[config.mk]
export PLATFORM = sky130hd
export DESIGN_NAME = ordered_array_table_engine_unit
export DESIGN_NICKNAME = d
export VERILOG_FILES = /design/src/rtl/core/oat_pkg.sv /design/src/rtl/core/oat_cell.sv /design/src/rtl/core/oat_ctrl.sv /design/src/rtl/core/ordered_array_table_engine_unit.sv
export SDC_FILE = /design/constraint.sdc
export NUM_CORES = 2
export LEC_CHECK = 0
export ABC_AREA = 1
export ABC_CLOCK_PERIOD_IN_PS = 4190
export BUFFER_PORTS_ARGS = -buffer_cell sky130_fd_sc_hd__buf_2
export CAP_MARGIN = 20
export CORE_MARGIN = 3
export CORE_UTILIZATION = 58
export CTS_CLUSTER_SIZE = 10
export DETAILED_ROUTE_END_ITERATION = 12
export PLACE_DENSITY = 0.74
export SETUP_SLACK_MARGIN = 0.02
export SKIP_LAST_GASP = 1
export SYNTH_ARGS = -nofsm -noshare
export SYNTH_HDL_FRONTEND = slang
export SYNTH_SLANG_ARGS = --single-unit
[constraint.sdc]
create_clock -name clk -period 4.19 [get_ports clk]
set_input_delay 0.419 -clock clk [delete_from_list [all_inputs] [get_ports clk]]
set_output_delay 0.419 -clock clk [all_outputs]
set_load 0.05 [all_outputs]
[src/rtl/core/oat_pkg.sv]
// Package for the ordered array table engine: shared types, operation codes,
// status codes, cell select codes and controller state codes.
// No dependencies.
`default_nettype none

package oat_pkg;

  localparam int ELEM_W = 32;

  typedef logic [2:0] mode_t;
  typedef logic [2:0] status_t;
  typedef logic [2:0] cell_sel_t;
  typedef logic [2:0] state_t;
  typedef logic signed [ELEM_W-1:0] elem_t;

  localparam mode_t MODE_CLEAR   = 3'd0;
  localparam mode_t MODE_APPEND  = 3'd1;
  localparam mode_t MODE_INSERT  = 3'd2;
  localparam mode_t MODE_DELETE  = 3'd3;
  localparam mode_t MODE_SEARCH  = 3'd4;
  localparam mode_t MODE_REVERSE = 3'd5;
  localparam mode_t MODE_DUMP    = 3'd6;

  localparam status_t ST_OK     = 3'd0;
  localparam status_t ST_EMPTY  = 3'd1;
  localparam status_t ST_FULL   = 3'd2;
  localparam status_t ST_BADPOS = 3'd3;
  localparam status_t ST_NOKEY  = 3'd4;

  localparam cell_sel_t SEL_HOLD  = 3'd0;
  localparam cell_sel_t SEL_LOAD  = 3'd1;
  localparam cell_sel_t SEL_LEFT  = 3'd2;
  localparam cell_sel_t SEL_RIGHT = 3'd3;
  localparam cell_sel_t SEL_HEAD  = 3'd4;

  localparam state_t S_IDLE = 3'd0;
  localparam state_t S_EXEC = 3'd1;
  localparam state_t S_FIND = 3'd2;
  localparam state_t S_INS  = 3'd3;
  localparam state_t S_REV  = 3'd4;
  localparam state_t S_DUMP = 3'd5;

endpackage

`default_nettype wire

[src/rtl/core/oat_cell.sv]
// One storage cell of the element chain: holds one element, takes a new value
// from the operand, its neighbors or the head cell, and compares with the operand.
// Depends on oat_pkg.
`default_nettype none

module oat_cell (
  input  wire              clk,
  input  oat_pkg::cell_sel_t sel,
  input  oat_pkg::elem_t   op_value,
  input  oat_pkg::elem_t   left_data,
  input  oat_pkg::elem_t   right_data,
  input  oat_pkg::elem_t   head_data,
  output oat_pkg::elem_t   data,
  output logic             eq,
  output logic             gt
);
  import oat_pkg::*;

  elem_t data_r;
  elem_t data_nxt;

  always_comb begin
    case (sel)
      SEL_HOLD:  data_nxt = data_r;
      SEL_LOAD:  data_nxt = op_value;
      SEL_LEFT:  data_nxt = left_data;
      SEL_RIGHT: data_nxt = right_data;
      SEL_HEAD:  data_nxt = head_data;
      default:   data_nxt = data_r;
    endcase
  end

  always_ff @(posedge clk) begin
    data_r <= data_nxt;
  end

  assign data = data_r;
  assign eq   = (data_r == op_value);
  assign gt   = (data_r > op_value);

endmodule

`default_nettype wire

[src/rtl/core/oat_ctrl.sv]
// Controller of the ordered array table engine: handshakes, operation sequencing,
// fill count, per-cell select generation and the result register.
// Depends on oat_pkg.
`default_nettype none

module oat_ctrl #(
  parameter int CAPACITY = 16,
  localparam int CNT_W = $clog2(CAPACITY + 1)
) (
  input  wire                 clk,
  input  wire                 rst_n,
  input  wire                 in_valid,
  output logic                in_ready,
  input  oat_pkg::mode_t      in_mode,
  input  oat_pkg::elem_t      in_value,
  input  wire [CNT_W-1:0]     in_position,
  output logic                out_valid,
  input  wire                 out_ready,
  output oat_pkg::status_t    out_status,
  output oat_pkg::elem_t      out_element,
  output logic [CNT_W-1:0]    out_found_position,
  output logic [CNT_W-1:0]    out_count,
  output logic                out_last,
  output oat_pkg::cell_sel_t  cell_sel [CAPACITY],
  output oat_pkg::elem_t      op_value,
  input  oat_pkg::elem_t      head_data,
  input  wire [CAPACITY-1:0]  eq_vec,
  input  wire [CAPACITY-1:0]  gt_vec
);
  import oat_pkg::*;

  state_t             state_r, state_nxt;
  mode_t              mode_r;
  elem_t              value_r;
  logic [CNT_W-1:0]   pos_r;
  logic [CNT_W-1:0]   cnt_r, cnt_nxt;
  logic [CNT_W-1:0]   aux_r, aux_nxt;
  logic [CAPACITY-1:0] flag_r, flag_nxt;

  logic               out_valid_r;
  status_t            out_status_r;
  elem_t              out_element_r;
  logic [CNT_W-1:0]   out_fp_r;
  logic [CNT_W-1:0]   out_count_r;
  logic               out_last_r;

  logic               slot_ok;
  logic               full;
  logic               emit;
  status_t            res_status;
  elem_t              res_elem;
  logic [CNT_W-1:0]   res_fp;
  logic               res_last;
  logic               do_rot;
  logic [CNT_W-1:0]   rot_len;
  logic               found;
  logic [CNT_W-1:0]   found_pos;
  logic [CNT_W-1:0]   ins_pos;

  assign slot_ok  = !out_valid_r || out_ready;
  assign full     = (cnt_r == CNT_W'(CAPACITY));
  assign in_ready = (state_r == S_IDLE);
  assign op_value = value_r;

  always_comb begin
    for (int i = 0; i < CAPACITY; i++) begin
      if (CNT_W'(i) < cnt_r) begin
        flag_nxt[i] = (mode_r == MODE_SEARCH) ? eq_vec[i] : gt_vec[i];
      end else begin
        flag_nxt[i] = (mode_r != MODE_SEARCH);
      end
    end
  end

  always_comb begin
    found     = 1'b0;
    found_pos = '0;
    for (int i = CAPACITY - 1; i >= 0; i--) begin
      if (flag_r[i]) begin
        found     = 1'b1;
        found_pos = CNT_W'(i + 1);
      end
    end
  end

  always_comb begin
    ins_pos = '0;
    for (int i = 0; i < CAPACITY; i++) begin
      if (!flag_r[i]) begin
        ins_pos = CNT_W'(i + 1);
      end
    end
  end

  always_comb begin
    state_nxt  = state_r;
    cnt_nxt    = cnt_r;
    aux_nxt    = aux_r;
    emit       = 1'b0;
    res_status = ST_OK;
    res_elem   = '0;
    res_fp     = '0;
    res_last   = 1'b1;
    do_rot     = 1'b0;
    rot_len    = cnt_r;
    for (int i = 0; i < CAPACITY; i++) begin
      cell_sel[i] = SEL_HOLD;
    end

    case (state_r)
      S_IDLE: begin
        if (in_valid) begin
          state_nxt = S_EXEC;
        end
      end
      S_EXEC: begin
        case (mode_r)
          MODE_CLEAR: begin
            if (slot_ok) begin
              emit      = 1'b1;
              cnt_nxt   = '0;
              state_nxt = S_IDLE;
            end
          end
          MODE_APPEND: begin
            if (slot_ok) begin
              emit      = 1'b1;
              state_nxt = S_IDLE;
              if (full) begin
                res_status = ST_FULL;
              end else begin
                for (int i = 0; i < CAPACITY; i++) begin
                  if (CNT_W'(i) == cnt_r) begin
                    cell_sel[i] = SEL_LOAD;
                  end
                end
                cnt_nxt = cnt_r + 1'b1;
              end
            end
          end
          MODE_INSERT: begin
            if (!full) begin
              state_nxt = S_INS;
            end else if (slot_ok) begin
              emit       = 1'b1;
              res_status = ST_FULL;
              state_nxt  = S_IDLE;
            end
          end
          MODE_DELETE: begin
            if (slot_ok) begin
              emit      = 1'b1;
              state_nxt = S_IDLE;
              if (cnt_r == '0) begin
                res_status = ST_EMPTY;
              end else if (pos_r == '0 || pos_r > cnt_r) begin
                res_status = ST_BADPOS;
              end else begin
                for (int i = 0; i < CAPACITY; i++) begin
                  if (CNT_W'(i + 1) >= pos_r && CNT_W'(i + 1) < cnt_r) begin
                    cell_sel[i] = SEL_RIGHT;
                  end
                end
                cnt_nxt = cnt_r - 1'b1;
              end
            end
          end
          MODE_SEARCH: begin
            if (cnt_r != '0) begin
              state_nxt = S_FIND;
            end else if (slot_ok) begin
              emit       = 1'b1;
              res_status = ST_EMPTY;
              state_nxt  = S_IDLE;
            end
          end
          MODE_REVERSE: begin
            if (cnt_r > CNT_W'(1)) begin
              aux_nxt   = cnt_r;
              state_nxt = S_REV;
            end else if (slot_ok) begin
              emit       = 1'b1;
              res_status = (cnt_r == '0) ? ST_EMPTY : ST_OK;
              state_nxt  = S_IDLE;
            end
          end
          MODE_DUMP: begin
            if (cnt_r != '0) begin
              aux_nxt   = '0;
              state_nxt = S_DUMP;
            end else if (slot_ok) begin
              emit       = 1'b1;
              res_status = ST_EMPTY;
              state_nxt  = S_IDLE;
            end
          end
          default: begin
            if (slot_ok) begin
              emit      = 1'b1;
              state_nxt = S_IDLE;
            end
          end
        endcase
      end
      S_FIND: begin
        if (slot_ok) begin
          emit       = 1'b1;
          state_nxt  = S_IDLE;
          res_status = found ? ST_OK : ST_NOKEY;
          res_fp     = found ? found_pos : '0;
        end
      end
      S_INS: begin
        if (slot_ok) begin
          emit      = 1'b1;
          state_nxt = S_IDLE;
          cnt_nxt   = cnt_r + 1'b1;
          for (int i = 0; i < CAPACITY; i++) begin
            if (CNT_W'(i) == ins_pos) begin
              cell_sel[i] = SEL_LOAD;
            end else if (CNT_W'(i) > ins_pos && CNT_W'(i) <= cnt_r) begin
              cell_sel[i] = SEL_LEFT;
            end
          end
        end
      end
      S_REV: begin
        rot_len = aux_r;
        if (aux_r > CNT_W'(2)) begin
          do_rot  = 1'b1;
          aux_nxt = aux_r - 1'b1;
        end else if (slot_ok) begin
          do_rot    = 1'b1;
          emit      = 1'b1;
          state_nxt = S_IDLE;
        end
      end
      S_DUMP: begin
        if (slot_ok) begin
          do_rot   = 1'b1;
          emit     = 1'b1;
          res_elem = head_data;
          res_last = (aux_r == cnt_r - 1'b1);
          aux_nxt  = aux_r + 1'b1;
          if (res_last) begin
            state_nxt = S_IDLE;
          end
        end
      end
      default: begin
        state_nxt = S_IDLE;
      end
    endcase

    if (do_rot) begin
      for (int i = 0; i < CAPACITY; i++) begin
        if (CNT_W'(i + 1) < rot_len) begin
          cell_sel[i] = SEL_RIGHT;
        end else if (CNT_W'(i + 1) == rot_len) begin
          cell_sel[i] = SEL_HEAD;
        end
      end
    end
  end

  always_ff @(posedge clk) begin
    if (!rst_n) begin
      state_r     <= S_IDLE;
      cnt_r       <= '0;
      out_valid_r <= 1'b0;
    end else begin
      state_r <= state_nxt;
      cnt_r   <= cnt_nxt;
      if (emit) begin
        out_valid_r <= 1'b1;
      end else if (out_ready) begin
        out_valid_r <= 1'b0;
      end
    end
  end

  always_ff @(posedge clk) begin
    aux_r  <= aux_nxt;
    flag_r <= flag_nxt;
    if (in_valid && in_ready) begin
      mode_r  <= in_mode;
      value_r <= in_value;
      pos_r   <= in_position;
    end
    if (emit) begin
      out_status_r  <= res_status;
      out_element_r <= res_elem;
      out_fp_r      <= res_fp;
      out_count_r   <= cnt_nxt;
      out_last_r    <= res_last;
    end
  end

  assign out_valid          = out_valid_r;
  assign out_status         = out_status_r;
  assign out_element        = out_element_r;
  assign out_found_position = out_fp_r;
  assign out_count          = out_count_r;
  assign out_last           = out_last_r;

endmodule

`default_nettype wire

[src/rtl/core/ordered_array_table_engine_unit.sv]
// Ordered array table engine: a chain of CAPACITY element cells under one
// controller. Every operation takes one transaction and answers with one result,
// except dump, which gives one result per stored element with out_last on the
// final one. After a transaction is accepted, clear, append, delete and the
// unused mode answer straight from the execute state; search and ordered
// insert first register the per-cell compare flags, then encode them; reverse
// and dump of n stored elements step the chain through prefix rotations, one
// rotation per cycle while the result channel does not stall.
// Full-table inserts, empty searches and dumps, and reverses of fewer than two
// elements answer straight from the execute state.
// A stalled result channel holds the engine only where a result is due.
// Depends on oat_pkg, oat_cell and oat_ctrl.
`default_nettype none

module ordered_array_table_engine_unit #(
  parameter int CAPACITY = 16,
  localparam int CNT_W = $clog2(CAPACITY + 1)
) (
  input  wire               clk,
  input  wire               rst_n,
  input  wire               in_valid,
  output logic              in_ready,
  input  oat_pkg::mode_t    in_mode,
  input  oat_pkg::elem_t    in_value,
  input  wire [CNT_W-1:0]   in_position,
  output logic              out_valid,
  input  wire               out_ready,
  output oat_pkg::status_t  out_status,
  output oat_pkg::elem_t    out_element,
  output logic [CNT_W-1:0]  out_found_position,
  output logic [CNT_W-1:0]  out_count,
  output logic              out_last
);
  import oat_pkg::*;

  cell_sel_t           cell_sel [CAPACITY];
  elem_t               cell_data [CAPACITY];
  elem_t               op_value;
  logic [CAPACITY-1:0] eq_vec;
  logic [CAPACITY-1:0] gt_vec;

  oat_ctrl #(
    .CAPACITY (CAPACITY)
  ) u_ctrl (
    .clk                (clk),
    .rst_n              (rst_n),
    .in_valid           (in_valid),
    .in_ready           (in_ready),
    .in_mode            (in_mode),
    .in_value           (in_value),
    .in_position        (in_position),
    .out_valid          (out_valid),
    .out_ready          (out_ready),
    .out_status         (out_status),
    .out_element        (out_element),
    .out_found_position (out_found_position),
    .out_count          (out_count),
    .out_last           (out_last),
    .cell_sel           (cell_sel),
    .op_value           (op_value),
    .head_data          (cell_data[0]),
    .eq_vec             (eq_vec),
    .gt_vec             (gt_vec)
  );

  for (genvar g = 0; g < CAPACITY; g++) begin : g_cell
    elem_t left_in;
    elem_t right_in;

    if (g == 0) begin : g_first
      assign left_in = op_value;
    end else begin : g_mid_l
      assign left_in = cell_data[g-1];
    end

    if (g == CAPACITY - 1) begin : g_last
      assign right_in = op_value;
    end else begin : g_mid_r
      assign right_in = cell_data[g+1];
    end

    oat_cell u_cell (
      .clk        (clk),
      .sel        (cell_sel[g]),
      .op_value   (op_value),
      .left_data  (left_in),
      .right_data (right_in),
      .head_data  (cell_data[0]),
      .data       (cell_data[g]),
      .eq         (eq_vec[g]),
      .gt         (gt_vec[g])
    );
  end

endmodule

`default_nettype wire
==> run_results.csv <==
group,metric,value,unit
run_status,status,"completed",
worst_hold_path,hold_path_class,"primary input to flop",
worst_setup_path,required,4.60,ns
timing,setup_tns,0,ns
grt,grt_pass1_vias,42600,
route,wl_met3,23.1,mm
clock_network,post_cts_buffers,0,
worst_setup_path,cp-endpoint,"g_cell[15].u_cell.data[28]",
clock_network,cts_buffer_depth,3,
pwr,power_density,323,nW/um^2
synth,synthTopCellsByArea,"edfxtp_1 39%, ha_1 14%, nand2_1 12%, nand3_1 7.8%, nand4_1 3.8%",
worst_setup_path,rr_startpoint,"u_ctrl.state_r[1]",
route,ant_nets,0,
die,row_count,103,
final_layout,finalNonFillerCells,6868,
route,wl_met1,69.8,mm
timing,fmax,0.258,GHz
worst_setup_path,startpoint_type,"flop",
synth,synth-edff-count,603,
grt,overflow,0,
final_layout,syn2layout_area_growth,11.5,%
die,num_io_pins,92,
worst_setup_path,crit_type,"flop to flop",
place,dpl_cell_area,49400,sq um
clock_network,numCtsBuffers,77,
pwr,p_leak,0.0215,uW
synth,synth_warnings,0,
pwr,switching_share,0.308,
pwr,p_comb_frac,0.193,
worst_setup_path,r2r-end,"g_cell[15].u_cell.data[28]",
route,wire_per_inst,25.7,um
synth,ys.flop_type,"edfxtp_1",
final_layout,final_cell_mix,"1460 x nand2_1, 733 x nand3_1, 603 x edfxtp_1",
final_layout,final_common_cell,"nand2_1",
pwr,p_int,11700,uW
final_layout,fillers,6729,
timing,maxSlewViolCount,0,
clock_network,clockRootBuffer,"clkbuf_16",
timing,fin_skew,0.0272,ns
synth,synthCells,5628,
synth,syn_avg_cell_area,8.32,sq um
synth,syn_nets,6199,
pwr,irDropWorstVdd,0.000351,V
route,drtIter0Drc,6357,
final_layout,fin_area,52200,sq um
synth,synth_async_sr_flop_share,0,
route,highest_layer,"met5",
worst_setup_path,startpoint,"u_ctrl.state_r[1]",
timing,worst-slew-pin-transition,1.12,ns
grt,grtUsageTotal,0.407,
timing,rsz0062_at_grt,"no",
pwr,power.switching,5200,uW
die,coreArea,79500,sq um
timing,final.period_utilization,0.927,
clock_network,ctsResizeCount,0,
final_layout,final_core_util,0.657,
grt,grt_max_degree,65,
route,wl,177,mm
route,drc_errors,0,
die,die_y,290,um
worst_setup_path,cp_max_fo,19,
die,fp.dieW,290,um
route,vias,45300,
clock_network,h-tree-depth,3,
timing,finalSetupViolations,0,
route,wl_met2,75.9,mm
synth,yosysTopAreaCell,"edfxtp_1",
clock_network,clk_pin_slew,0.06,ns
place,port_buffers,91,
grt,antenna_found_initial,4,
worst_setup_path,crit_arrival,4.29,ns
synth,synth.top_cell.area_share,0.387,
pwr,pwr-share-seq,0.432,
worst_setup_path,r2r_cells,13,
timing,period_minus_slack,3.88,ns
die,initial_core_util,0.589,
final_layout,nets,6332,
route,dr.pass1.iters,8,
final_layout,drive_above_1_share,0.101,
clock_network,cts_tree,"done",
synth,synth_cell_types,69,
place,dp.cells,6688,
synth,syn_area,46800,sq um
pwr,clkPwrFrac,0.375,
synth,ys_seq_elements,628,
worst_setup_path,cp-end-kind,"flop",
place,gp_congestion,1.07,
die,die_area,84200,sq um
route,routed_via_density,6.60,
clock_network,clock-sinks,628,
clock_network,insertion_delay,0.65,ns
timing,hold_viol,0,
place,hpwl,140,mm
grt,grt_pass1_wl,264,mm
flow_run,maxCapViolations,0,
timing,slew_headroom,0.253,
worst_setup_path,reg2reg_setup_slack,0.31,ns
synth,ys_seq_area_frac,0.397,
final_layout,num_antenna_cells,0,
[registers in the layout, indices dropped and copies added (netlist names)]
signal and count:
u_ctrl.pos_r 5, u_ctrl.out_last 1, u_ctrl.out_element 32, u_ctrl.cnt_r 5, u_ctrl.aux_r 5, u_ctrl.flag_r 16
u_ctrl.out_count 5, u_ctrl.state_r 3, u_ctrl.out_valid 1, u_ctrl.mode_r 3, u_ctrl.out_found_position 5, u_ctrl.op_value 32
u_ctrl.out_status 3, g_cell.u_cell.data 512
[power by group through the flow]
stage          Sequential [uW]  Clock, uW  Combinational (uW)
4_1_cts                   7280       6360                3160
6_report                  7290       6320                3250
2_1_floorplan             7510          0                1860
5_1_grt                   7300       6580                3540
3_5_place_dp              7410          0                3110
3_3_place_gp              7400          0                3030
[synth_stat cells (9+ instances only)]
| cell | instances |
|---|---|
| o21bai_1 | 14 |
| edfxtp_1 | 603 |
| o21ai_0 | 151 |
| dfxtp_1 | 25 |
| inv_1 | 331 |
| nand2_2 | 10 |
| ha_1 | 526 |
| inv_2 | 44 |
| nand3b_1 | 35 |
| a22oi_1 | 212 |
| o2111ai_1 | 24 |
| o211ai_1 | 60 |
| o21a_1 | 15 |
| nor2_4 | 9 |
| nand2_1 | 1462 |
| o221ai_1 | 16 |
| buf_4 | 10 |
| a21oi_1 | 273 |
| a31oi_1 | 20 |
| nand3_1 | 734 |
| buf_2 | 88 |
| nand4_1 | 288 |
| a21boi_0 | 9 |
| nor3_1 | 52 |
| clkbuf_1 | 209 |
| a211oi_1 | 16 |
| buf_1 | 25 |
| nor2_1 | 217 |
| nor2_2 | 21 |
| nor4_1 | 29 |
| o211ai_2 | 10 |
[worst min path at each step]
stage / startpoint / to / depth (start not counted) / slack, ns
6_report: out_ready / u_ctrl.state_r[1] / 4 / 0.11
5_1_grt: out_ready / u_ctrl.state_r[1] / 4 / 0.13
4_1_cts: out_ready / u_ctrl.state_r[1] / 4 / 0.09
3_5_place_dp: u_ctrl.state_r[0] / u_ctrl.state_r[0] / 2 / 0.55
3_3_place_gp: u_ctrl.state_r[0] / u_ctrl.state_r[0] / 2 / 0.52
2_1_floorplan: u_ctrl.state_r[0] / u_ctrl.state_r[0] / 2 / 0.51
[repair_timing]
action,4_1_cts,5_1_grt
endpoints found under the hold margin,41,0
hold buffers,41,0
setup endpoints to repair,0,0
[kinds of logic (layout without fill, tap and decap cells)]
family                     Yosys count  in the layout  synth area share
AOI/OAI and AO/OA                  861            861             0.118
xor gates and xnor gates             9              9           0.00168
adders and majority gates          527            527             0.141
buffers and inverters              714            904            0.0610
DFF                                628            628             0.397
and+or+nand+nor                   2889           2889             0.281
[per-stage QoR]
stage | power, uW | worst slack (ns) | hold slack (ns)
finish | 16900 | 0.307 | 0.114
global route | 17400 | 0.211 | 0.131
CTS | 16800 | 0.523 | 0.0908
detailed placement | 10500 | 0.500 | 0.551
global placement | 10400 | 0.511 | 0.523
floorplan | 9370 | 0.131 | 0.506
[per-layer routing]
metal,GRT usage,up-vias
met3,0.0795,392
met5,0,-
li1,-,20600
met2,0.616,3163
met4,0.162,6
met1,0.576,21200
[final cells by class]
type,count,area [sq um],area share
multi-input cells,4286,25500,0.489
flip-flops and latches,628,18600,0.356
repair buffers,389,3060,0.0585
clock buffers,121,2130,0.0409
inverters,379,1430,0.0274
well taps,1050,1310,0.0252
clock inverters,15,148,0.00283
[worst max-delay path, stage by stage, from the launching register on]
cell	delay, ns
dfxtp_1	0.46
nor2_2	0.08
nand2_2	0.29
inv_2	0.08
o21ai_1	0.20
nand2_1	0.11
nand2_2	0.24
buf_4	0.35
nor2_1	0.17
a31oi_1	0.55
nand2_1	0.29
inv_1	0.27
o31ai_4	0.25
buf_12	0.26
Note: power is estimated with default switching activity, not from simulation.
